### config.mk
export PLATFORM = sky130hd
export DESIGN_NAME = fmbq_cell
export DESIGN_NICKNAME = d
export VERILOG_FILES = /design/src/rtl/core/fmbq_pkg.sv /design/src/rtl/core/fmbq_cell.sv
export SDC_FILE = /design/constraint.sdc
export NUM_CORES = 1
export LEC_CHECK = 0
export ABC_AREA = 1
export BUFFER_PORTS_ARGS = -buffer_cell sky130_fd_sc_hd__buf_4
export CAP_MARGIN = 30
export CORE_MARGIN = 2
export CORE_UTILIZATION = 35
export DETAILED_ROUTE_END_ITERATION = 12
export PLACE_DENSITY_LB_ADDON = 0.1
export SLEW_MARGIN = 20
export SYNTH_ARGS = -nofsm -noshare
export SYNTH_HDL_FRONTEND = slang
export SYNTH_SLANG_ARGS = --single-unit
### constraint.sdc
create_clock -name clk -period 4.5 [get_ports clk]
set_clock_uncertainty 0.05 [all_clocks]
set_input_delay 0.9 -clock clk [delete_from_list [all_inputs] [get_ports clk]]
set_output_delay 0.9 -clock clk [all_outputs]
set_load 0.02 [all_outputs]
### src/rtl/core/fmbq_pkg.sv
`timescale 1ns / 1ps

package fmbq_pkg;

    localparam int WORD_W           = 32;
    localparam int DEFAULT_CAPACITY = 64;

    localparam logic [2:0] ACT_PUSH_FRONT = 3'd0;
    localparam logic [2:0] ACT_PUSH_MID   = 3'd1;
    localparam logic [2:0] ACT_PUSH_BACK  = 3'd2;
    localparam logic [2:0] ACT_POP_FRONT  = 3'd3;
    localparam logic [2:0] ACT_POP_MID    = 3'd4;
    localparam logic [2:0] ACT_POP_BACK   = 3'd5;

    localparam logic [1:0] ST_DONE  = 2'd0;
    localparam logic [1:0] ST_EMPTY = 2'd1;
    localparam logic [1:0] ST_FULL  = 2'd2;

    // broadcast to every cell in the chain
    typedef struct packed {
        logic ins;
        logic rem;
    } cell_ctl_t;

endpackage

### src/rtl/core/fmbq_cell.sv
`timescale 1ns / 1ps

module fmbq_cell
    import fmbq_pkg::*;
#(
    parameter int IDX = 0,
    parameter int IW  = 6,
    parameter int CW  = 7
)
(
    input  logic                     clk,
    input  cell_ctl_t                ctl,
    input  logic [IW-1:0]            pos,
    input  logic [CW-1:0]            count,
    input  logic signed [WORD_W-1:0] word,
    input  logic signed [WORD_W-1:0] left,
    input  logic signed [WORD_W-1:0] right,
    output logic signed [WORD_W-1:0] q,
    output logic signed [WORD_W-1:0] sel_word
);

    localparam logic [IW-1:0] IDX_P  = IW'(IDX);
    localparam logic [CW-1:0] IDX_C  = CW'(IDX);
    localparam logic [CW-1:0] IDX1_C = CW'(IDX + 1);

    logic signed [WORD_W-1:0] data_reg;
    logic signed [WORD_W-1:0] data_next;

    always_comb
    begin
        data_next = data_reg;
        if (ctl.ins)
        begin
            if (IDX_P == pos)
                data_next = word;
            else if (IDX_P > pos && IDX_C <= count)
                data_next = left;
        end
        else if (ctl.rem)
        begin
            // close the gap: take the right neighbor's word
            if (IDX_P >= pos && IDX1_C < count)
                data_next = right;
        end
    end

    always_ff @(posedge clk)
    begin
        data_reg <= data_next;
    end

    assign q        = data_reg;
    assign sel_word = (IDX_P == pos) ? data_reg : '0;

endmodule

* Yosys cells after proc, flatten, opt, wreduce, memory -nomap -nowiden
Index checks and enable logic that the tools add are counted. W data, S select, Z words.
Storage, ports and cells: bits in registers 32, input port bits 112, output and inout port bits 64, logic and storage cells 18
Operators by class: order comparisons 4, equality and inequality tests 1, muxes and demuxes 6, reduce and logical (&&, ||, !) cells 6
Operator list (number):
- $mux W32 | 6
- $le A1 B7 Y1 const A | 1
- $lt A1 B7 Y1 const A | 1
- $ge A1 B6 Y1 const A | 1
- $gt A1 B6 Y1 const A | 1
- $logic_not A6 Y1 | 1
- $reduce_bool A2 Y1 | 2
- $ne A3 B1 Y1 const B | 1
- $reduce_and A3 Y1 | 1
- $logic_and A1 B1 Y1 | 2

* Depth between registers and ports, before layout
Gate-level depths: netlist of run 1.
depth in word-level cells 5, depth in mapped cells 7, mapped depth without buffers 5

* Worst setup path before layout of run 1
OpenSTA, ideal clock, no wires.
path kind in2reg, start point input pos[1], end point register data_reg[0], in the netlist q[0], enable pin, library setup time 432 ps, arrival 2975 ps, required time 4018 ps, setup slack 1044 ps, stages 4, buffers on the path 1, cells stage by stage nor2_2 nand3_1 clkbuf_1 a21oi_1
On the way: word-level cells in the longest chain between the ends 4, elaborated cells between the ends (all ways) 8, those cells by class 2 x order compare; 1 x eq/ne; 5 x reduce/logical
RTL lines:
- from (decl) | RTL line fmbq_cell.sv:13 | input logic [IW-1:0] pos,
- $gt A1 B6 Y1 / $ge A1 B6 Y1 (equally long branches) | RTL line fmbq_cell.sv:36, fmbq_cell.sv:42
- $logic_and A1 B1 Y1, on equally long branches | RTL line fmbq_cell.sv:36, fmbq_cell.sv:42
- $ne A3 B1 Y1 (no source line) / $reduce_bool A2 Y1 (equally long branches)
- $reduce_and A3 Y1 (no source line) *
- to (signal assigned) | RTL line fmbq_cell.sv:49 | data_reg <= data_next;
- to (decl) | RTL line fmbq_cell.sv:26 | logic signed [WORD_W-1:0] data_reg;
Every way passes the cells marked *; elsewhere a longest branch is shown, timed or not. A chain may end at the register's enable or synchronous reset.

* Final worst setup path of run 1
start point input pos[1], end point output sel_word[5]
On the way: word-level cells in the longest chain between the ends 2
RTL lines:
- $logic_not A6 Y1 | RTL line fmbq_cell.sv:53 | assign sel_word = (IDX_P == pos) ? data_reg : '0;
- $mux W32 | RTL line fmbq_cell.sv:53
- to (decl) | RTL line fmbq_cell.sv:19 | output logic signed [WORD_W-1:0] sel_word
No other way between the ends.

==> results.md, run 1 <==
* Diodes inserted at 0
* Final setup viols at 0
* Initial DRC count at 67
* Post-Place Cells at 588
* Maximum fanout along the worst path at 36
* Clock buffer depth at 2
* VDD IR max at 0.000113 V
* Crit Path Class: in -> out
* Via count at 2703
* Mapped Nets at 466
* I/O Pins at 176
* Hold Path Class: in -> reg
* RSZ-0062 raised after global routing: false
* Rows at 29
* DIE HEIGHT at 85.6 um
* Hold endpoint: q[19]
* Root Buffer: clkbuf_8
* Max-cap viol count at 0
* Mean Syn Cell Area at 6.59 um^2
* H-tree Lvls at 2
* Hold_sp: right[19]
* Seq/Total Area, Yosys at 41.2%
* CP arrival at 2.45 ns
* Antenna Violating Nets Remaining at 0
* Setup crit end kind: primary output
* Yosys warnings at 0
* Final Cycle Share at 75.6%
* Cell Area, Synth at 2330 um^2
* Vias in the first global route at 2656
* Rel. slew slack at 56.6%
* WHS Path Cells at 3
* Core area at 6390 um^2
* Starting density of the core at 36.5%
* Nets@finish at 630
* Hold buffers post-CTS at 0
* Minimum clock period at 3.40 ns
* Max FFs per register at 32
* Via density at 4.54
* Placer Congestion at 0.809
* Cells after Synth at 354
* FILL cells at 618
* Die Wd at 85.6 um
* Required time worst endpoint at 3.55 ns
* Final WL at 7600 um
* Clock transition at path regs at 0.07 ns
* Most common cell after layout, fill and taps aside: buf_4
* CTS tree: done
* Fmax at 294 MHz
* Largest net degree at the start of global routing at 37
* Pwr/cell area at 187 nW/um^2
* CTS Sinks at 32
* CTS resizes at 0
* Layout cells sized above 1 at 36.8%
* # port buffers at 174
* Setup TNS at 0 ns
* WL per Instance at 12.7 um
* Most frequent cells in the layout: buf_4 (179), nand2_1 (97), inv_1 (96)
* Synth unique cells at 13
* GRT Util Overall at 20.1%
* Antenna violations before repair at 0
* Slew @ Worst Pin at 0.650 ns
* HPWL Detailed at 5470 um
* Leak Pwr at 2.25 nW
* Worst Setup Start Kind: primary input
* Fin. Hold Viols at 0
* Drt pass-1 iters at 6
* Setup bufs post-CTS at 0
* Clock buffer count from CTS at 5
* Non-filler cells, final at 596
* Outcome: finished clean
* DRC errors left at 0
* Grt total ovfl at 0
* Pins Over Slew Limit at 0
* Synth-to-layout area growth at 62.0%
* Die Area at 7330 um^2
* Register bit count reported by yosys at 32
* First-pass GRT wire length at 11900 um
-- metrics by stage --
stage	hold WS (ns)	power (W)	utilization [%]	instance area, um^2	setup slack, ns
2_1_floorplan	1.04	0.000412	-	2330	1.04
3_3_place_gp	1.12	0.000502	57.5	3670	1.08
3_5_place_dp	1.12	0.000505	57.9	3700	1.12
4_1_cts	0.835	0.000714	59.2	3780	1.11
5_1_grt	0.835	0.000748	59.2	3780	0.931
6_report	0.843	0.000706	59.2	3780	1.10
-- synth_stat cells (all sizes together) --
library cell | number | area, um^2
clkbuf | 6 | 22.5
nor2 | 38 | 150
nand4 | 32 | 200
nand3 | 34 | 170
a21oi | 1 | 5.00
inv | 97 | 364
edfxtp | 32 | 961
nand2 | 97 | 364
buf | 17 | 95.1
-- power breakdown --
| part | internal [W] | switching [W] |
|---|---|---|
| clock | 0.000108 | 0.000100 |
| sequential | 0.000334 | 0.00000156 |
| combinational | 0.0000893 | 0.0000733 |
-- critical path, cell delays in order --
cell and delay (ns):
buf_4 0.11, nor2_2 0.08, buf_4 0.36, nand3_2 0.31, buf_4 0.36, nor2_1 0.15
buf_4 0.16
-- final cells by class --
class                           count  area (um^2)  share of cell area (%)
Clock buffer                        7         76.3                    2.02
Clock inverter                      1         3.75                  0.0993
Inverter                           97          364                    9.64
Multi-Input combinational cell    202          906                    24.0
Sequential cell                    32          961                    25.4
Tap cell                           77         96.3                    2.55
Timing Repair Buffer              180         1370                    36.3
-- metal layers --
layer / GRT usage (%) / share of wire, % / vias to the layer above
li1: - / - / 1404
met3: 5.58 / 7.3 / 8
met4: 6.06 / 1.4 / 0
met2: 38.0 / 53 / 108
met1: 21.7 / 39 / 1183
met5: 0 / 0 / -
-- kinds of logic after synthesis --
kind of cell,count (synthesis),synth area share [%]
buffers and inverters,120,20.7
DFF,32,41.2
AOI/OAI and AO/OA,1,0.214
and+or+nand+nor,201,37.9
-- worst max path at each step --
stage / startpoint / endpoint / cells past startpoint / slack [ns]
floorplan: pos[1] / q[0] / 4 / 1.04
global placement: pos[1] / q[6] / 6 / 1.08
detailed placement: pos[1] / sel_word[5] / 7 / 1.12
CTS: pos[1] / sel_word[26] / 7 / 1.11
global route: pos[1] / sel_word[26] / 7 / 0.93
finish: pos[1] / sel_word[5] / 7 / 1.10
Power figures use the tool's default switching activity.
==> run 2, diff against run 1 <==
- clock period: 4.5 -> 3.4 ns (I/O delays scaled with it)
==> run 2 against run 1 <==
Compared with the run above:
- first-iteration DRC count grew 43%
- power grew 31%
- count of clock-buffer cells in the layout shrank 2
- global-route usage grew 0.097 points
- die area is the same
- setup slack lost 0.37 ns
- non-clock buffer count grew 2
- highest routed layer unchanged
==> results.md, run 2 (synthesis gave the netlist of run 1 again) <==
* Outcome: finished clean (unchanged)
* Diodes inserted at 0 (unchanged)
* Core area at 6390 um^2 (unchanged)
* RSZ-0062 raised after global routing: false (unchanged)
* Antenna violations before repair at 0 (unchanged)
* Hold Path Class: in -> reg (unchanged)
* # port buffers at 174 (unchanged)
* Die Wd at 85.6 um (unchanged)
* Max-cap viol count at 0 (unchanged)
* Via density at 4.62 (was 4.54)
* Max FFs per register at 32 (unchanged)
* Crit Path Class: in -> out (unchanged)
* Clock transition at path regs at 0.06 ns (was 0.07 ns)
* Minimum clock period at 2.68 ns
* Nets@finish at 632 (was 630)
* H-tree Lvls at 2 (unchanged)
* Setup crit end kind: primary output (unchanged)
* CTS resizes at 0 (unchanged)
* Synth-to-layout area growth at 62.4% (was 62.0%)
* CTS Sinks at 32 (unchanged)
* Worst Setup Start Kind: primary input (unchanged)
* Grt total ovfl at 0 (unchanged)
* Hold buffers post-CTS at 0 (unchanged)
* Starting density of the core at 36.5% (unchanged)
* FF/Latch Area at 961 um^2 (unchanged)
* Clock buffer depth at 2 (unchanged)
* Drt pass-1 iters at 4 (was 6)
* WL per Instance at 12.8 um (was 12.7 um)
* Final setup viols at 0 (unchanged)
* CTS tree: done (unchanged)
* Combined area of the multi-input logic cells at 906 um^2 (unchanged)
* Initial DRC count at 96 (was 67)
* Maximum fanout along the worst path at 29 (was 36)
* Setup bufs post-CTS at 0 (unchanged)
* Rel. slew slack at 56.9% (was 56.6%)
* Most common cell after layout, fill and taps aside: buf_4 (unchanged)
* Largest net degree at the start of global routing at 34 (was 37)
* Pins Over Slew Limit at 0 (unchanged)
* Vias in the first global route at 2627 (was 2656)
* Area post-placement at 3720 um^2 (was 3700 um^2)
* FILL cells at 628 (was 618)
* Root Buffer: clkbuf_8 (unchanged)
* Setup TNS at 0 ns (unchanged)
* HPWL Detailed at 5460 um (was 5470 um)
* DIE HEIGHT at 85.6 um (unchanged)
* Layout cells sized above 1 at 37.3% (was 36.8%)
* Via count at 2751 (was 2703)
* Final WL at 7600 um (unchanged)
* Rows at 29 (unchanged)
* Required time worst endpoint at 2.67 ns (was 3.55 ns)
* Design Area, Final at 3790 um^2 (was 3780 um^2)
* First-pass GRT wire length at 11800 um (was 11900 um)
* CP arrival at 1.95 ns (was 2.45 ns)
* GRT Util Overall at 20.2% (was 20.1%)
* Slew @ Worst Pin at 0.645 ns (was 0.650 ns)
* DRC errors left at 0 (unchanged)
* Most frequent cells in the layout: buf_4 (180), nand2_1 (97), inv_1 (96) (was buf_4 (179), nand2_1 (97), inv_1 (96))
* Die Area at 7330 um^2 (unchanged)
* Placer Congestion at 0.797 (was 0.809)
* Final Cycle Share at 78.7%
* Leak Pwr at 2.26 nW (was 2.25 nW)
* Fmax at 374 MHz
* VDD IR max at 0.000128 V (was 0.000113 V)
* Clock buffer count from CTS at 5 (unchanged)
* Pwr/cell area at 244 nW/um^2 (was 187 nW/um^2)
* Antenna Violating Nets Remaining at 0 (unchanged)
* I/O Pins at 176 (unchanged)
* Fin. Hold Viols at 0 (unchanged)
run 2: metal layers:
layer	global-route usage, %	vias to the layer above	wire [um]
met5	0	-	0
met4	6.64	0	96
met3	4.62	8	572
met2	38.5	101	3980
met1	21.9	1238	2940
li1	-	1404	-
run 2: final timing paths:
path	from	to	cells after the start
setup / recovery	pos[5]	sel_word[7]	6
hold / removal	right[5]	q[5]	3
run 2: cell type report:
| cell class | instances | share of cell area, % |
|---|---|---|
| clock buffers | 5 | 1.82 |
| inverters | 97 | 9.61 |
| multi-input cells | 202 | 23.9 |
| flip-flops and latches | 32 | 25.4 |
| well taps | 77 | 2.54 |
| repair buffers | 182 | 36.7 |
run 2: through the flow:
stage          power [W]  cells  hold WS [ns]  util, %  setup slack [ns]
4_1_cts         0.000931    595         0.609     59.3             0.656
2_1_floorplan   0.000545    354         0.816        -             0.164
5_1_grt         0.000967    595         0.624     59.3             0.523
6_report        0.000926    595         0.615     59.3             0.723
3_3_place_gp    0.000666    590         0.900     58.2             0.660
3_5_place_dp    0.000670    590         0.904     58.2             0.644
run 2: power by group:
group	total, W	switching, W	internal (W)	leakage (nW)
sequential	0.000444	0.00000202	0.000442	0.279
clock	0.000265	0.000133	0.000132	0.0359
combinational	0.000217	0.0000983	0.000119	1.94
total	0.000926	0.000234	0.000692	2.26
run 2: critical path, cell delays in order:
cell	delay, ns
buf_4	0.11
nor2_2	0.13
nand3_2	0.42
buf_12	0.35
nor2_1	0.10
buf_4	0.15
