`config.mk`:
```
export PLATFORM = sky130hd
export DESIGN_NAME = fmbq_ctrl
export DESIGN_NICKNAME = d
export VERILOG_FILES = /design/src/rtl/core/fmbq_pkg.sv /design/src/rtl/core/fmbq_ctrl.sv
export SDC_FILE = /design/constraint.sdc
export NUM_CORES = 1
export LEC_CHECK = 0
export BUFFER_PORTS_ARGS = -buffer_cell sky130_fd_sc_hd__buf_2
export CELL_PAD_IN_SITES_DETAIL_PLACEMENT = 0
export CELL_PAD_IN_SITES_GLOBAL_PLACEMENT = 1
export CORE_MARGIN = 4
export CORE_UTILIZATION = 35
export CTS_CLUSTER_SIZE = 20
export DETAILED_ROUTE_END_ITERATION = 10
export PLACE_DENSITY_LB_ADDON = 0.1
export SYNTH_ARGS = -nofsm -noshare
export SYNTH_HDL_FRONTEND = slang
export SYNTH_SLANG_ARGS = --single-unit
```
`constraint.sdc`:
```
create_clock -name clk -period 1.8 [get_ports clk]
set_input_delay 0.18 -clock clk [delete_from_list [all_inputs] [get_ports clk]]
set_output_delay 0.18 -clock clk [all_outputs]
set_load 0.03 [all_outputs]
```
`src/rtl/core/fmbq_pkg.sv`:
```
`timescale 1ns / 1ps

package fmbq_pkg;

    localparam int WORD_W           = 32;
    localparam int DEFAULT_CAPACITY = 64;

    localparam logic [2:0] ACT_PUSH_FRONT = 3'd0;
    localparam logic [2:0] ACT_PUSH_MID   = 3'd1;
    localparam logic [2:0] ACT_PUSH_BACK  = 3'd2;
    localparam logic [2:0] ACT_POP_FRONT  = 3'd3;
    localparam logic [2:0] ACT_POP_MID    = 3'd4;
    localparam logic [2:0] ACT_POP_BACK   = 3'd5;

    localparam logic [1:0] ST_DONE  = 2'd0;
    localparam logic [1:0] ST_EMPTY = 2'd1;
    localparam logic [1:0] ST_FULL  = 2'd2;

    // broadcast to every cell in the chain
    typedef struct packed {
        logic ins;
        logic rem;
    } cell_ctl_t;

endpackage

```
`src/rtl/core/fmbq_ctrl.sv`:
```
`timescale 1ns / 1ps

module fmbq_ctrl
    import fmbq_pkg::*;
#(
    parameter int CAPACITY = DEFAULT_CAPACITY,
    parameter int IW       = $clog2(CAPACITY),
    parameter int CW       = $clog2(CAPACITY + 1)
)
(
    input  logic                     clk,
    input  logic                     rst_n,
    input  logic                     acc,
    input  logic [2:0]               action,
    input  logic signed [WORD_W-1:0] sel_word,
    output cell_ctl_t                ctl,
    output logic [IW-1:0]            pos,
    output logic [CW-1:0]            count,
    output logic                     done,
    output logic [1:0]               status,
    output logic signed [WORD_W-1:0] pop_value
);

    localparam logic [CW-1:0] CAP_C = CW'(CAPACITY);

    logic [CW-1:0]            count_reg, count_next;
    logic                     done_reg;
    logic [1:0]               status_reg, status_next;
    logic signed [WORD_W-1:0] pop_value_reg, pop_value_next;
    logic                     is_push, is_pop, full, empty;
    logic [CW-1:0]            last;

    assign is_push = (action == ACT_PUSH_FRONT) || (action == ACT_PUSH_MID)
                  || (action == ACT_PUSH_BACK);
    assign is_pop  = (action == ACT_POP_FRONT) || (action == ACT_POP_MID)
                  || (action == ACT_POP_BACK);
    assign full    = (count_reg == CAP_C);
    assign empty   = (count_reg == '0);
    assign last    = count_reg - CW'(1);

    assign ctl.ins = acc && is_push && !full;
    assign ctl.rem = acc && is_pop && !empty;

    always_comb
    begin
        unique case (action)
            ACT_PUSH_FRONT: pos = '0;
            ACT_PUSH_MID:   pos = IW'(count_reg >> 1);
            ACT_PUSH_BACK:  pos = IW'(count_reg);
            ACT_POP_FRONT:  pos = '0;
            ACT_POP_MID:    pos = IW'(last >> 1);
            ACT_POP_BACK:   pos = IW'(last);
            default:        pos = '0;
        endcase
    end

    always_comb
    begin
        count_next     = count_reg;
        status_next    = ST_DONE;
        pop_value_next = '0;
        if (ctl.ins)
            count_next = count_reg + CW'(1);
        else if (ctl.rem)
        begin
            count_next     = last;
            pop_value_next = sel_word;
        end
        if (is_push && full)
            status_next = ST_FULL;
        else if (is_pop && empty)
            status_next = ST_EMPTY;
    end

    always_ff @(posedge clk or negedge rst_n)
    begin
        if (!rst_n)
        begin
            count_reg     <= '0;
            done_reg      <= 1'b0;
            status_reg    <= ST_DONE;
            pop_value_reg <= '0;
        end
        else
        begin
            done_reg <= acc;
            if (acc)
            begin
                count_reg     <= count_next;
                status_reg    <= status_next;
                pop_value_reg <= pop_value_next;
            end
        end
    end

    assign count     = count_reg;
    assign done      = done_reg;
    assign status    = status_reg;
    assign pop_value = pop_value_reg;

`ifndef NO_ASSERTIONS
    a_done_follows: assert property (@(posedge clk) disable iff (!rst_n)
        acc |=> done_reg)
        else $error("result strobe missing after request");

    a_count_bound: assert property (@(posedge clk) disable iff (!rst_n)
        count_reg <= CAP_C)
        else $error("entry count above capacity");

    a_push_grows: assert property (@(posedge clk) disable iff (!rst_n)
        (acc && is_push && !full) |=> (count_reg == $past(count_reg) + CW'(1)
                                       && status_reg == ST_DONE))
        else $error("push did not grow the queue");

    a_empty_pop: assert property (@(posedge clk) disable iff (!rst_n)
        (acc && is_pop && empty) |=> (status_reg == ST_EMPTY
                                      && pop_value_reg == '0 && count_reg == '0))
        else $error("empty pop misreported");
`endif

endmodule

```
**Word level (Yosys, flattened, before mapping)**

Index checks and enable logic that the tools add are counted.

- Mux-type cells: 7
- Bitwise gates (word level): 0
- Add/subtract/negate cells: 2
- Shift-type cells: 0
- Reductions and logical operators: 16
- Divide/modulo/power cells: 0
- Multipliers: 0
- Eq/ne operators: 6
- $lt $le $gt $ge: 0

Operators with widths:

| operator | number |
|---|---|
| 32-bit two-way mux | 2 |
| 6-bit one-hot mux with 4 select lines | 1 |
| 7-bit two-way mux | 2 |
| 7-bit by 1-bit adder with 7-bit output (second input constant) | 1 |
| 7-bit equality test (second input constant) | 1 |
| 7-bit logical NOT | 1 |
| 7-bit by 1-bit subtractor with 7-bit output (second input constant) | 1 |
| 3-bit by 2-bit equality test with 1-bit output (second input constant) | 2 |
| 3-bit equality test (second input constant) | 2 |
| 1-bit logical AND | 6 |
| 1-bit logical OR | 4 |
| 3-bit by 1-bit equality test with 1-bit output (second input constant) | 1 |
| 3-bit logical NOT | 1 |
| 1-bit logical NOT | 2 |
| 2-bit two-way mux | 1 |
| 2-bit AND reduction | 1 |
| 2-bit nonzero test | 1 |
| 1-bit two-way mux | 1 |

- Output and inout port bits: 50
- Flip-flop bits (word level): 42
- ROM bits: 0
- Bits in writable memories: 0
- Memories: 0
- Latch bits: 0

**Depth between registers and ports, before layout**

Gate-level depths: netlist of run 1.

- Depth in word-level cells: 7
- Mapped depth: 10

**Least setup slack after synthesis of run 1**

Ideal clock, no wire load.

- Path kind: register -> output
- Start point: register count_reg[0], in the netlist count[0]
- End point: output pos[0]
- Data required time: 1620 ps
- Path slack: -600 ps
- Data arrival time: 2220 ps
- Cell stages (with the launch flop): 7
- Path buffers: 0
- Cells stage by stage: dfrtp_1 inv_1 ha_1 nor2b_1 a211oi_1 a31oi_1 o21ai_0

- Longest elaborated chain between the ends: 2

RTL lines:

| element | line | source |
|---|---|---|
| start: declaration | fmbq_ctrl.sv:26 | `logic [CW-1:0] count_reg, count_next;` |
| start signal: assignment | fmbq_ctrl.sv:89 | `count_reg <= count_next;` |
| 7-bit by 1-bit subtractor with 7-bit output | fmbq_ctrl.sv:39 | `assign last = count_reg - CW'(1);` |
| 6-bit one-hot mux with 4 select lines * | fmbq_ctrl.sv:46 | `unique case (action)` |
| end: declaration | fmbq_ctrl.sv:17 | `output logic [IW-1:0] pos,` |

Mark *: on every way between the ends. The rest lies on a longest branch, timed or not.

**Worst setup path after layout of run 1**

- Start point: register count_reg[2], in the netlist count[2]
- End point: output pos[3]

- Longest elaborated chain between the ends: 2

RTL lines:

| element | line |
|---|---|
| 7-bit by 1-bit subtractor with 7-bit output | fmbq_ctrl.sv:39 |
| 6-bit one-hot mux with 4 select lines | fmbq_ctrl.sv:46 |

Every way passes these cells.

==> impl_metrics.env, run 1 <==
export IMPL_status="finished with violations"
export IMPL_failed_checks="negative setup slack"
export IMPL_critPathTopFamily="flip-flops"
export IMPL_muxShareOfSynthArea_pct=1.38
export IMPL_peakVddDrop_mv=0.737
export IMPL_p_per_area_nw_per_um2=1250
export IMPL_synthXorXnorAreaFrac_pct=4.03
export IMPL_syn2layout_area_growth_pct=46.5
export IMPL_cts_tree="yes"
export IMPL_gr_total_overflow=0
export IMPL_numCtsBuffers=5
export IMPL_min_period_ps=1990
export IMPL_port_buffers=87
export IMPL_core_um2=5990
export IMPL_grt_pass1_vias=1844
export IMPL_r2r_end="count[1]$_DFFE_PN0P_"
export IMPL_grt_total_usage_pct=15.2
export IMPL_fp_row_count=28
export IMPL_holdCritStartpoint="sel_word[6]"
export IMPL_drv_cap=0
export IMPL_worstPathCellList="buf_4 -> nor2_8 -> nand2_1 -> xnor2_2 -> mux2i_1 -> o22ai_2 -> clkbuf_4"
export IMPL_worst_pin_slew_ps=559
export IMPL_initial_core_util_pct=36.3
export IMPL_grt_max_degree=43
export IMPL_drc=0
export IMPL_initialDrtViolationCount=58
export IMPL_dr_pass1_iters=4
export IMPL_synth_compound_area_share_pct=16.1
export IMPL_gp_congestion=0.809
export IMPL_rsz0062_at_grt="true"
export IMPL_ant_nets=0
export IMPL_r2r_cells=11
export IMPL_die_area_um2=7540
export IMPL_cp_required_ps=1620
export IMPL_synth_edf_count=0
export IMPL_r2r_start="count[0]$_DFFE_PN0P_"
export IMPL_fmaxAchievable_ghz=0.502
export IMPL_crit_buf_inv=2
export IMPL_cts_sinks=42
export IMPL_synth_seq_cells=42
export IMPL_finalWirelength_um=5820
export IMPL_finClkSkew_ps=3.69
export IMPL_diodes=0
export IMPL_yosysMostFrequentCell="dfrtp_1"
export IMPL_final_cells=419
export IMPL_synth_nets=277
export IMPL_syn_area_per_cell_um2=9.22
export IMPL_worst_path_max_fanout=5
export IMPL_num_io_pins=88
export IMPL_place_hpwl_um=4110
export IMPL_grt_pass1_wl_um=9130
export IMPL_slew_violations=0
export IMPL_p_leak_nw=1.60
export IMPL_max_slew_margin_rel_pct=62.7
export IMPL_startpoint="count[2]$_DFFE_PN0P_"
export IMPL_setup_viol=7
export IMPL_synthTopCellsByCount="dfrtp_1 (42), inv_1 (38), nand2_1 (36)"
export IMPL_reg2reg_slack_ps=30
export IMPL_vias_per_cell=4.52
export IMPL_final_layout_size_suffix_gt1_share_pct=46.8
export IMPL_synth_adder_area_share_pct=1.73
export IMPL_synth_top_family_by_area="simple AND/OR/NAND/NOR gates"
export IMPL_min_path_cells=3
export IMPL_hp_class="in2reg"
export IMPL_ys_warn_count=0
export IMPL_timing_hold_ws_ps=89.0
export IMPL_timing_final_crit_share_pct=111
export IMPL_vias=1895
export IMPL_largest_reg_flops=32
export IMPL_h_tree_depth=2
export IMPL_synthArstFlopShare_pct=100
export IMPL_synth_cell_types=45
export IMPL_fp_dieH_um=86.8
export IMPL_clock_latency_ps=290
export IMPL_wire_per_inst_um=13.9
export IMPL_synthTopCellsByArea="dfrtp_1 (48%), inv_1 (6.6%), o21ai_0 (6.4%)"
export IMPL_cp_slowest_cell="dfrtp_2"
export IMPL_layout_setup_ws_ps=-191
export IMPL_path_class="reg2out"
export IMPL_hold_path_endpoint="pop_value[6]$_DFFE_PN0P_"
export IMPL_synthCells=236
export IMPL_clock_path_buffers=2
export IMPL_path_clk_slew_ps=80
export IMPL_netlist_area_um2=2180
export IMPL_place_inst=398
export IMPL_cp_arrival_ps=1810
export IMPL_fillerInstances=572
export IMPL_synth_top_flop_cell="dfrtp_1"
export IMPL_fin_total_pwr_mw=3.99
export IMPL_yosysTopAreaCellShare_pct=48.3
export IMPL_finalNetCount=384
export IMPL_yosys_area_share_simple_pct=16.8
export IMPL_cp_start_kind="register"
export IMPL_hold_violations=0
export IMPL_die_width_um=86.8
export IMPL_yosysTopAreaCell="dfrtp_1"
export IMPL_cpPeakStageDelay_ps=460
export IMPL_timing_critical_path_to_type="primary output"
export IMPL_seq_area_frac_synth_pct=48.3
export IMPL_antenna_found_initial=0
export IMPL_cts_root_buf="clkbuf_8"
where the power goes:
part	leakage (nW)	total [mW]	internal (mW)	switching, mW
clock network	0.0452	0.594	0.274	0.320
registers	0.546	1.33	1.10	0.238
logic	1.01	2.06	0.911	1.15
total	1.60	3.99	2.28	1.70
metal layers:
layer	global-route usage [%]	up-vias	part of all wire, %	wire length, um
li1	-	977	-	-
met1	21.8	866	47	2720
met2	23.1	48	46	2700
met3	3.42	4	6.0	348
met4	4.39	0	0.91	53
met5	0	-	0	0
cells by family (layout without fill, tap and decap cells):
family,count (synthesis),in the layout
AO/OA/AOI/OAI,59,59
flip-flops,42,42
XOR/XNOR,10,10
adder cells (fa/ha/maj),3,3
buffers and inverters,55,163
AND/OR/NAND/NOR,64,64
multiplexers,3,3
worst max path at each step:
| stage | end | cells after the start |
|---|---|---|
| floorplan | pos[5] | 6 |
| CTS | pos[5] | 6 |
| finish | pos[3] | 7 |
| global placement | pos[0] | 7 |
| detailed placement | pos[0] | 7 |
| global route | pos[5] | 6 |
repair_timing:
item	CTS	global route
hold buffers	1	0
endpoints found under the setup margin	8	46
pin swaps	6	10
resized for setup	21	42
gates cloned	0	2
buffers inserted	6	5
endpoints found under the hold margin	42	0
cell usage in the layout (no fill, tap or decap), types with 3 or more instances in the layout:
cell type,Yosys,final
buf_4,3,16
dfrtp_2,0,3
a22oi_1,3,3
buf_6,4,12
o21ai_0,28,13
buf_8,0,3
nand3_1,5,4
buf_2,4,79
o21ai_2,1,3
xnor2_1,7,4
clkbuf_8,0,5
o21ai_1,10,23
o22ai_2,0,3
xor2_1,3,3
nand2_2,1,5
nor2_1,6,5
mux2i_1,3,3
dfrtp_1,42,39
inv_1,38,36
nand2_1,36,31
stage by stage:
stage	worst slack (ps)	util, %	cell area, um2	setup TNS (ps)
final	-191	53.2	3190	-845
after global routing	-324	53.2	3190	-2150
after CTS	-206	49.7	2980	-1120
after detailed placement	28.5	46.2	2770	0
after global placement	14.5	46.2	2770	0
after floorplan	-42.1	-	2220	-69.4
cell type report:
cell class,instances,area (um2),share of cell area [%]
flip-flops and latches,42,1050,33.1
multi-input cells,139,1010,31.8
repair buffers,115,783,24.6
inverters,40,155,4.87
well taps,75,93.8,2.94
clock buffers,6,72.6,2.28
clock inverters,2,13.8,0.432
worst reg2reg max path, stage by stage (launching register included):
cell	delay, ps
dfrtp_2	440
inv_2	80
buf_6	120
ha_4	140
nor2b_4	130
nand3_2	90
nand3_2	90
inv_4	100
clkbuf_16	150
clkbuf_16	140
nand2_4	40
a21o_1	160
Note: power is estimated with default switching activity, not from simulation.
==> run 2, diff against run 1 <==
RECOVER_POWER = 50   (was default)
==> impl_metrics.env, run 2 (synthesized netlist as in run 1, its figures left out) <==
export IMPL_p_comb_share_pct=51.6
export IMPL_timing_hold_ws_ps=88.9
export IMPL_fp_dieH_um=86.8
export IMPL_initialDrtViolationCount=58
export IMPL_hold_violations=0
export IMPL_cpPeakStageDelay_ps=460
export IMPL_r2r_cells=11
export IMPL_gp_congestion=0.809
export IMPL_worst_path_max_fanout=5
export IMPL_die_width_um=86.8
export IMPL_finClkSkew_ps=3.71
export IMPL_grt_use_met1_pct=21.8
export IMPL_grt_total_usage_pct=15.2
export IMPL_met3_usage_pct=3.42
export IMPL_min_path_cells=3
export IMPL_largest_reg_flops=32
export IMPL_failed_checks="negative setup slack"
export IMPL_fmaxAchievable_ghz=0.502
export IMPL_status="finished with violations"
export IMPL_core_um2=5990
export IMPL_dr_pass1_iters=4
export IMPL_ant_nets=0
export IMPL_clock_path_buffers=2
export IMPL_diodes=0
export IMPL_vias_per_cell=4.53
export IMPL_finalWirelength_um=5820
export IMPL_rsz0062_at_grt="true"
export IMPL_cp_required_ps=1620
export IMPL_p_seq_share_pct=33.5
export IMPL_worst_pin_slew_ps=1090
export IMPL_holdCritStartpoint="sel_word[6]"
export IMPL_top_usage_layer="met2"
export IMPL_cp_slowest_cell="dfrtp_2"
export IMPL_fin_total_pwr_mw=3.98
export IMPL_min_period_ps=1990
export IMPL_p_per_area_nw_per_um2=1250
export IMPL_port_buffers=87
export IMPL_cts_root_buf="clkbuf_8"
export IMPL_met2_usage_pct=23.1
export IMPL_initial_core_util_pct=36.3
export IMPL_peakVddDrop_mv=0.737
export IMPL_slew_violations=0
export IMPL_clock_latency_ps=290
export IMPL_setup_viol=7
export IMPL_r2r_start="count[0]$_DFFE_PN0P_"
export IMPL_critPathTopFamily="flip-flops"
export IMPL_grt_max_degree=43
export IMPL_timing_final_crit_share_pct=111
export IMPL_r2r_end="count[1]$_DFFE_PN0P_"
export IMPL_reg2reg_slack_ps=30
export IMPL_crit_buf_inv=2
export IMPL_finalNetCount=384
export IMPL_clkPwrFrac_pct=14.9
export IMPL_vias=1896
export IMPL_worstPathCellList="buf_4 -> nor2_8 -> nand2_1 -> xnor2_2 -> mux2i_1 -> o22ai_2 -> clkbuf_4"
export IMPL_hold_path_endpoint="pop_value[6]$_DFFE_PN0P_"
export IMPL_grt_pass1_vias=1844
export IMPL_max_slew_margin_rel_pct=27.2
export IMPL_place_hpwl_um=4110
export IMPL_timing_critical_path_to_type="primary output"
export IMPL_cp_arrival_ps=1810
export IMPL_path_class="reg2out"
export IMPL_drc=0
export IMPL_hp_class="in2reg"
export IMPL_gr_total_overflow=0
export IMPL_grt_pass1_wl_um=9130
export IMPL_layout_setup_ws_ps=-191
export IMPL_num_io_pins=88
export IMPL_path_clk_slew_ps=80
export IMPL_final_layout_size_suffix_gt1_share_pct=44.8
export IMPL_wire_per_inst_um=13.9
export IMPL_internal_power_mw=2.28
export IMPL_h_tree_depth=2
export IMPL_antenna_found_initial=0
export IMPL_fp_row_count=28
export IMPL_numCtsBuffers=5
export IMPL_switching_share_pct=42.8
export IMPL_drv_cap=0
export IMPL_syn2layout_area_growth_pct=45.8
export IMPL_cts_tree="yes"
export IMPL_die_area_um2=7540
export IMPL_p_sw_mw=1.71
export IMPL_cts_sinks=42
export IMPL_final_cell_mix="buf_2 (72), dfrtp_1 (39), inv_1 (36)"
export IMPL_final_common_cell="buf_2"
export IMPL_cp_start_kind="register"
export IMPL_p_leak_nw=1.57
[run 2: cell count changes in the layout (fill, tap and decap cells not counted), sizes merged]
cell	delta
buf	-9
clkbuf	+9
[run 2: repair_timing]
item | CTS | global route
hold endpoints to repair | 42 | 0
setup endpoints to repair | 8 | 46
resized for setup | 21 | 42
hold buffers | 1 | 0
buffers inserted | 6 | 5
pin swaps | 6 | 10
gates cloned | 0 | 2
[run 2: final cells by class]
class / count / area (um2)
sequential: 42 / 1050
tap: 75 / 93.8
fill: 577 / 2820
inverter: 40 / 155
multi-input combinational: 139 / 1010
timing repair buffer: 115 / 769
clock buffer: 6 / 72.6
clock inverter: 2 / 13.8
[run 2: worst max-delay path by stage]
stage	start	to	slack, ps	cells after the start
detailed placement	count[0]$_DFFE_PN0P_	pos[0]	30	7
global route	count[2]$_DFFE_PN0P_	pos[5]	-320	6
CTS	count[1]$_DFFE_PN0P_	pos[5]	-210	6
floorplan	count[2]$_DFFE_PN0P_	pos[5]	-40	6
global placement	count[1]$_DFFE_PN0P_	pos[0]	10	7
finish	count[2]$_DFFE_PN0P_	pos[3]	-190	7
[run 2: power by group through the flow]
stage | sequential, mW | clock, mW | combinational, mW
finish | 1.33 | 0.594 | 2.05
global route | 1.37 | 0.670 | 2.22
CTS | 1.34 | 0.634 | 1.81
detailed placement | 1.36 | 0 | 1.67
global placement | 1.35 | 0 | 1.69
floorplan | 1.55 | 0 | 0.975
[run 2: per-stage QoR]
step                area, um2  instances  utilization (%)  TNS (ps)  setup WS [ps]
floorplan                2220        236                -     -69.4          -42.1
global placement         2770        398             46.2         0           14.5
detailed placement       2770        398             46.2         0           28.5
CTS                      2980        413             49.7     -1120           -206
global route             3170        419             53.0     -2580           -324
finish                   3170        419             53.0      -845           -191
[run 2: worst reg2reg max path: stages (launching register included)]
cell and delay [ps]:
dfrtp_2 440, inv_2 80, buf_6 120, ha_4 140, nor2b_4 130, nand3_2 90
nand3_2 90, inv_4 100, clkbuf_16 150, clkbuf_16 140, nand2_4 40, a21o_1 160
[run 2: layer usage]
metal / part of all wire (%) / up-vias
met5: 0 / -
met3: 6.1 / 4
met1: 47 / 865
li1: - / 977
met4: 0.91 / 0
met2: 46 / 50
==> run 3, diff against run 2 <==
SKIP_CTS_REPAIR_TIMING = 1   (was default)
SLEW_MARGIN = 5   (was default)
TNS_END_PERCENT = 30   (was default)
==> impl_metrics.env, run 3 (synthesized netlist as in run 1, its figures left out) <==
export IMPL_cts_tree="yes"
export IMPL_p_comb_share_pct=50.4
export IMPL_r2r_start="count[0]$_DFFE_PN0P_"
export IMPL_slew_violations=0
export IMPL_fp_dieH_um=86.8
export IMPL_hold_violations=0
export IMPL_final_util_pct=50.3
export IMPL_numCtsBuffers=5
export IMPL_drc=0
export IMPL_syn2layout_area_growth_pct=38.5
export IMPL_ant_nets=0
export IMPL_timing_final_crit_share_pct=112
export IMPL_preCtsSetupSlack_ps=28.5
export IMPL_hold_path_endpoint="pop_value[27]$_DFFE_PN0P_"
export IMPL_status="finished with violations"
export IMPL_initialDrtViolationCount=60
export IMPL_drv_cap=0
export IMPL_port_buffers=87
export IMPL_placed_cell_area_um2=2770
export IMPL_p_sw_mw=1.67
export IMPL_grt_max_degree=43
export IMPL_largest_reg_flops=32
export IMPL_p_per_area_nw_per_um2=1290
export IMPL_wire_per_inst_um=13.6
export IMPL_cp_required_ps=1620
export IMPL_initial_core_util_pct=36.3
export IMPL_finalWirelength_um=5660
export IMPL_gp_congestion=0.809
export IMPL_grt_pass1_vias=1789
export IMPL_vias=1862
export IMPL_gr_total_overflow=0
export IMPL_finalNetCount=380
export IMPL_p_seq_share_pct=34.3
export IMPL_peakVddDrop_mv=0.613
export IMPL_final_layout_size_suffix_gt1_share_pct=40.3
export IMPL_final_common_cell="buf_2"
export IMPL_holdCritStartpoint="sel_word[27]"
export IMPL_p_leak_nw=1.50
export IMPL_clkPwrFrac_pct=15.3
export IMPL_hp_class="in2reg"
export IMPL_reg2reg_slack_ps=-10
export IMPL_worst_pin_slew_ps=1380
export IMPL_r2r_cells=10
export IMPL_fillerInstances=610
export IMPL_place_hpwl_um=4110
export IMPL_fp_row_count=28
export IMPL_clock_path_buffers=2
export IMPL_setup_viol=9
export IMPL_path_class="reg2out"
export IMPL_r2r_end="pop_value[1]$_DFFE_PN0P_"
export IMPL_cts_sinks=42
export IMPL_cp_arrival_ps=1830
export IMPL_antenna_found_initial=0
export IMPL_h_tree_depth=2
export IMPL_clock_latency_ps=290
export IMPL_grt_total_usage_pct=14.9
export IMPL_fmaxAchievable_ghz=0.497
export IMPL_diodes=0
export IMPL_grt_pass1_wl_um=8940
export IMPL_core_um2=5990
export IMPL_min_period_ps=2010
export IMPL_dr_pass1_iters=4
export IMPL_failed_checks="negative setup slack"
export IMPL_final_cell_area_um2=3010
export IMPL_internal_power_mw=2.22
export IMPL_max_slew_margin_rel_pct=7.74
export IMPL_timing_critical_path_to_type="primary output"
export IMPL_min_path_cells=3
export IMPL_die_width_um=86.8
export IMPL_layout_setup_ws_ps=-214
export IMPL_rsz0062_at_grt="true"
export IMPL_path_clk_slew_ps=80
export IMPL_vias_per_cell=4.49
export IMPL_num_io_pins=88
export IMPL_switching_share_pct=42.9
export IMPL_cp_start_kind="register"
export IMPL_finClkSkew_ps=3.57
export IMPL_worst_path_max_fanout=5
export IMPL_final_cell_mix="buf_2 (70), dfrtp_1 (39), inv_1 (36)"
export IMPL_cts_root_buf="clkbuf_8"
export IMPL_startpoint="count[2]$_DFFE_PN0P_"
export IMPL_die_area_um2=7540
## run 3: cell types whose count changed in the layout (fill, tap and decap cells not counted), moves of 4 or more
| cell | before | now |
|---|---|---|
| nand2_1 | 31 | 35 |
| o21ai_1 | 23 | 12 |
| buf_4 | 14 | 20 |
| buf_6 | 12 | 7 |
| clkbuf_1 | 8 | 12 |
| o21ai_0 | 13 | 25 |
## run 3: worst max-delay path, cell delays in order, from the launching register on
cell and delay, ps:
dfrtp_2 460, nor3_4 200, nor3b_4 250, xor2_1 220, mux2i_1 110, o22ai_2 160
buf_6 150
## run 3: worst max path at each step
stage / end / slack, ps / cells past startpoint
after floorplan: pos[5] / -40 / 6
after global placement: pos[0] / 10 / 7
after detailed placement: pos[0] / 30 / 7
after CTS: pos[0] / -310 / 7
after global routing: pos[5] / -320 / 6
final: pos[5] / -210 / 6
## run 3: per-layer routing
layer  track usage [%]  part of all wire, %  vias up
met5                 0                    0        -
met4              3.82                 0.51        0
met3              3.33                  6.5        2
met2              22.3                   46       53
met1              21.6                   47      835
li1                  -                    -      972
## run 3: power groups by stage
stage / Clock, mW / Combinational [mW] / Sequential [mW]
after floorplan: 0 / 0.975 / 1.55
after global placement: 0 / 1.69 / 1.35
after detailed placement: 0 / 1.67 / 1.36
after CTS: 0.634 / 1.68 / 1.34
after global routing: 0.668 / 2.12 / 1.37
final: 0.595 / 1.96 / 1.33
## run 3: through the flow
step | hold slack, ps | TNS, ps | cells | power [mW]
CTS | -14.7 | -1850 | 406 | 3.65
floorplan | -116 | -69.4 | 236 | 2.52
detailed placement | 300 | 0 | 398 | 3.03
finish | 92.2 | -942 | 415 | 3.89
global route | 80.5 | -3670 | 415 | 4.15
global placement | 301 | 0 | 398 | 3.04
## run 3: area by class of cell
type                    instances  area (um2)  share of cell area (%)
clock buffers                   6        72.6                    2.41
clock inverters                 2        13.8                   0.457
inverters                      40         158                    5.23
multi-input cells             139         965                    32.0
flip-flops and latches         42        1050                    35.0
well taps                      75        93.8                    3.11
repair buffers                111         656                    21.8
